### config.mk
export PLATFORM = sky130hd
export DESIGN_NAME = pcpa_ctrl
export DESIGN_NICKNAME = d
export VERILOG_FILES = /design/src/rtl/pcpa_pkg.sv /design/src/rtl/pcpa_ctrl.sv
export SDC_FILE = /design/constraint.sdc
export NUM_CORES = 1
export LEC_CHECK = 0
export BUFFER_PORTS_ARGS = -buffer_cell sky130_fd_sc_hd__buf_2
export CAP_MARGIN = 5
export CORE_AREA = 2 2 39 41
export DETAILED_ROUTE_END_ITERATION = 10
export DIE_AREA = 0 0 41 43
export PLACE_DENSITY = 0.6
export SLEW_MARGIN = 40
export SYNTH_ARGS = -nofsm -noshare
export SYNTH_HDL_FRONTEND = slang
export SYNTH_SLANG_ARGS = --single-unit
### constraint.sdc
create_clock -name clk -period 1.2 [get_ports clk]
set_clock_uncertainty 0.05 [all_clocks]
set_input_delay 0.24 -clock clk [delete_from_list [all_inputs] [get_ports clk]]
set_output_delay 0.24 -clock clk [all_outputs]
set_load 0.02 [all_outputs]
### src/rtl/pcpa_pkg.sv
package pcpa_pkg;

  localparam int NUM_CPUS_DEF  = 8;
  localparam int NUM_PAGES_DEF = 4096;

  localparam int CPU_W    = 3;
  localparam int PAGE_W   = 12;
  localparam int REG_W    = 13;
  localparam int STATUS_W = 2;
  localparam int IDX_W    = 1;

  localparam logic CMD_FREE  = 1'b0;
  localparam logic CMD_ALLOC = 1'b1;

  localparam logic [IDX_W-1:0] REG_FIRST_PAGE = 1'b0;
  localparam logic [IDX_W-1:0] REG_LIMIT_PAGE = 1'b1;

  localparam logic [REG_W-1:0] FIRST_PAGE_RST = 13'd0;
  localparam logic [REG_W-1:0] LIMIT_PAGE_RST = 13'd4096;

  localparam logic [STATUS_W-1:0] ST_OK       = 2'd0;
  localparam logic [STATUS_W-1:0] ST_EMPTY    = 2'd1;
  localparam logic [STATUS_W-1:0] ST_BAD_PAGE = 2'd2;

  // controller -> datapath
  typedef struct packed {
    logic free_go;      // push the incoming page (range checked)
    logic pop_start;    // own list non-empty: latch top, read its link
    logic steal_start;  // own list empty: latch victim, start length walk
    logic fail;         // nothing to take anywhere
    logic count_step;   // one more node on the victim list
    logic seek_start;   // start walk to the cut point
    logic seek_step;    // advance towards the cut point
    logic cut_none;     // single-node victim: move it whole
    logic cut;          // terminate stolen part, victim keeps the rest
    logic pop_read;     // read link of the new top
    logic pop_done;     // pop and deliver the item's result
  } dp_cmd_t;

  // datapath -> controller
  typedef struct packed {
    logic own_valid;
    logic any_victim;
    logic rd_end;
    logic cnt_cap;
    logic steps_zero;
    logic rem_zero;
  } dp_sts_t;

endpackage

### src/rtl/pcpa_ctrl.sv
module pcpa_ctrl (
  input  logic              clk,
  input  logic              rst,
  input  logic              start,
  input  logic              cmd,
  input  pcpa_pkg::dp_sts_t sts,
  output logic              busy,
  output pcpa_pkg::dp_cmd_t ctl
);
  import pcpa_pkg::*;

  typedef enum logic [4:0] {
    S_IDLE   = 5'b00001,
    S_COUNT  = 5'b00010,
    S_SEEK   = 5'b00100,
    S_POP_RD = 5'b01000,
    S_POP    = 5'b10000
  } state_t;

  state_t state, state_next;

  always_ff @(posedge clk) begin
    if (rst) begin
      state <= S_IDLE;
    end else begin
      state <= state_next;
    end
  end

  always_comb begin
    state_next = state;
    ctl        = '0;
    case (state)
      S_IDLE: begin
        if (start) begin
          if (cmd == CMD_FREE) begin
            ctl.free_go = 1'b1;
          end else if (sts.own_valid) begin
            ctl.pop_start = 1'b1;
            state_next    = S_POP;
          end else if (sts.any_victim) begin
            ctl.steal_start = 1'b1;
            state_next      = S_COUNT;
          end else begin
            ctl.fail = 1'b1;
          end
        end
      end
      S_COUNT: begin
        if (sts.rd_end || sts.cnt_cap) begin
          if (sts.steps_zero) begin
            ctl.cut_none = 1'b1;
            state_next   = S_POP_RD;
          end else begin
            ctl.seek_start = 1'b1;
            state_next     = S_SEEK;
          end
        end else begin
          ctl.count_step = 1'b1;
        end
      end
      S_SEEK: begin
        if (sts.rem_zero) begin
          ctl.cut    = 1'b1;
          state_next = S_POP_RD;
        end else begin
          ctl.seek_step = 1'b1;
        end
      end
      S_POP_RD: begin
        ctl.pop_read = 1'b1;
        state_next   = S_POP;
      end
      S_POP: begin
        ctl.pop_done = 1'b1;
        state_next   = S_IDLE;
      end
      default: begin
        state_next = S_IDLE;
      end
    endcase
  end

  assign busy = (state != S_IDLE);

endmodule

==> out/metrics.cfg <==
[run_status]
status=finished with violations
violations=negative setup slack

[sta]
hold_violations=0
max_freq_ghz=0.620
post-route-min-period_ps=1610
fin_ws_ps=-412
whs_ps=132
worst_pin_slew_ps=266
setup_viol=17
drv_slew=0
relSlewSlack_pct=82.2
final.period_utilization_pct=134
rsz0062_at_grt=yes

[worst_setup_path]
crit_fanout=4
crit_required_ps=910
r2r_cells=5
end_kind=output pin
cp-start-kind=register
cp.arrival_ps=1320
setup.worst_path.class=register to output pin

[pwr]
p_int_mw=0.417
swShare_pct=31.1
combPwrFrac_pct=36.5
net-switching-power_mw=0.188
power_frac_seq_pct=30.4
p_clk_share_pct=33.1
p_per_area_mw_per_mm2=707
ir_drop_uv=481
leakage_nw=0.426

[routing]
wl_per_cell_um=11.7
ant_nets=0
post_drt_via_cell_ratio=4.61
drc=0
vias=470
drt_wl_total_mm=1.19
drt_iter0_drc=4
drt_pass1_iterations=4

[clock_tree]
cts_tree=yes
clock_latency_ps=250
cts_inserted_buffers=3
numClockSinks=5
path_clk_slew_ps=40
clk_path_buf_depth=2
htreeDepth=1
cts-root-buf=clkbuf_4

[logic_synthesis]
netlist_instances=43
synth_edf_count=0
seq_area_frac_synth_pct=27.2
synth_cell_types=28
async_reset_ff_share_pct=0
synth_ff_type=dfxtp_1
ys_ff_latch=5
synth_area_per_cell_um2=8.55
yosysWarningCount=0
synth_nets=53
synthesis.area_um2=368

[placement]
portBuffers=21
gp_congestion=0.687
place_inst=93
dp_hpwl_um=882
place_area_um2=642

[die]
die_x_um=41
row_count=14
die-area_mm2=0.00176
die_h_um=43
coreArea_mm2=0.00138
initial_utilization_pct=26.6
ios=22

[grt]
grtUsageTotal_pct=17.2
grt_pass1_wl_mm=1.99
grtUsageMet3_pct=7.85
grt_max_degree=6
overflow=0
grt_pass1_vias=464
grt_util_met1_pct=21.9
grt-busiest-layer=met2
grtUsageMet2_pct=22.8
antenna_found_initial=0

[cells_and_area]
nNetsFinal=97
antennaDiodeCount=0
area_growth_pct=132
largestRegisters=state: 5 flops
design_area_um2=855
nFillCells=115
largest_reg_flops=5
drive_gt1_share_pct=77.9
top_register=state
stdcell_count=102

[worst_hold_path]
worst_hold_path_type=input pin to register
hold_depth=2

[run]
cap_viol_max_count=0

==> per-layer routing <==
metal  share of wire, %  vias to the layer above
met5                  0                        -
met4                3.2                        0
met3                3.4                        5
met2                 47                        8
met1                 46                      211
li1                   -                      246
==> cell type report <==
| cell class | instances | area [um^2] | area share (%) |
|---|---|---|---|
| Sequential cell | 5 | 111 | 13.0 |
| Tap cell | 16 | 20.0 | 2.34 |
| Timing Repair Buffer | 39 | 332 | 38.8 |
| Clock buffer | 4 | 26.3 | 3.07 |
| Inverter | 4 | 15.0 | 1.76 |
| Multi-Input combinational cell | 34 | 350 | 41.0 |
==> path summary, 6_finish.rpt <==
| path | from | to | slack, ps |
|---|---|---|---|
| hold reg to reg | state[1]$_SDFFE_PP0P_ | state[0]$_SDFFE_PP1P_ | 570 |
| setup / recovery | state[4]$_SDFFE_PP0P_ | ctl[7] | -410 |
| setup reg to reg | state[0]$_SDFFE_PP1P_ | state[0]$_SDFFE_PP1P_ | -130 |
| hold / removal | rst | state[2]$_SDFFE_PP0P_ | 130 |
==> repair_timing <==
| action | in CTS | in global routing |
|---|---|---|
| gates resized for setup | 39 | 6 |
| gates cloned | 0 | 0 |
| pin swaps | 11 | 4 |
| hold buffers | 0 | 0 |
| buffers inserted | 10 | 1 |
| endpoints found under the setup margin | 17 | 17 |
==> metrics by stage <==
step	worst slack (ps)	power [mW]	util (%)	setup TNS, ps
global placement	-186	0.353	46.4	-1740
finish	-412	0.604	61.8	-4580
CTS	-406	0.608	60.7	-4630
global route	-501	0.646	61.8	-5720
floorplan	-219	0.282	-	-582
detailed placement	-216	0.356	46.4	-1870
==> cell usage in the layout, fill, tap and decap left out, drive strengths merged, types with 2 or more instances in the layout <==
| cell | instances |
|---|---|
| a21oi | 2 |
| and3 | 3 |
| nand2 | 2 |
| dfxtp | 5 |
| clkbuf | 4 |
| nand3 | 2 |
| nor2b | 2 |
| and2b | 2 |
| nor2 | 4 |
| inv | 4 |
| buf | 39 |
| nor3 | 3 |
| o21ai | 2 |
==> logic make-up after synthesis <==
| family | count (synthesis) | synth area share (%) |
|---|---|---|
| compound gates | 9 | 18.4 |
| flops | 5 | 27.2 |
| buf+inv | 4 | 4.08 |
| simple gates | 25 | 50.3 |
==> synth_stat cells, types with 2 or more instances <==
cell     n  share of area [%]
inv_1    4                4.1
nor2b_2  2                4.8
nor2_1   4                4.1
a21oi_1  2                2.7
nand2_1  2                2.0
and3_1   2                3.4
nand3_1  2                2.7
dfxtp_1  5                 27
==> worst max-delay path: stages (launching register included) <==
cell and delay [ps]:
dfxtp_2 330, nor3_4 260, nand2_4 110, nor4_4 200, buf_4 170
==> power by group through the flow <==
stage / Combinational [mW] / Clock (mW) / Sequential (mW)
6_report: 0.220 / 0.200 / 0.184
5_1_grt: 0.238 / 0.223 / 0.185
4_1_cts: 0.216 / 0.208 / 0.184
3_5_place_dp: 0.171 / 0 / 0.185
3_3_place_gp: 0.169 / 0 / 0.184
2_1_floorplan: 0.0977 / 0 / 0.185
(Power assumes the default switching activity.)
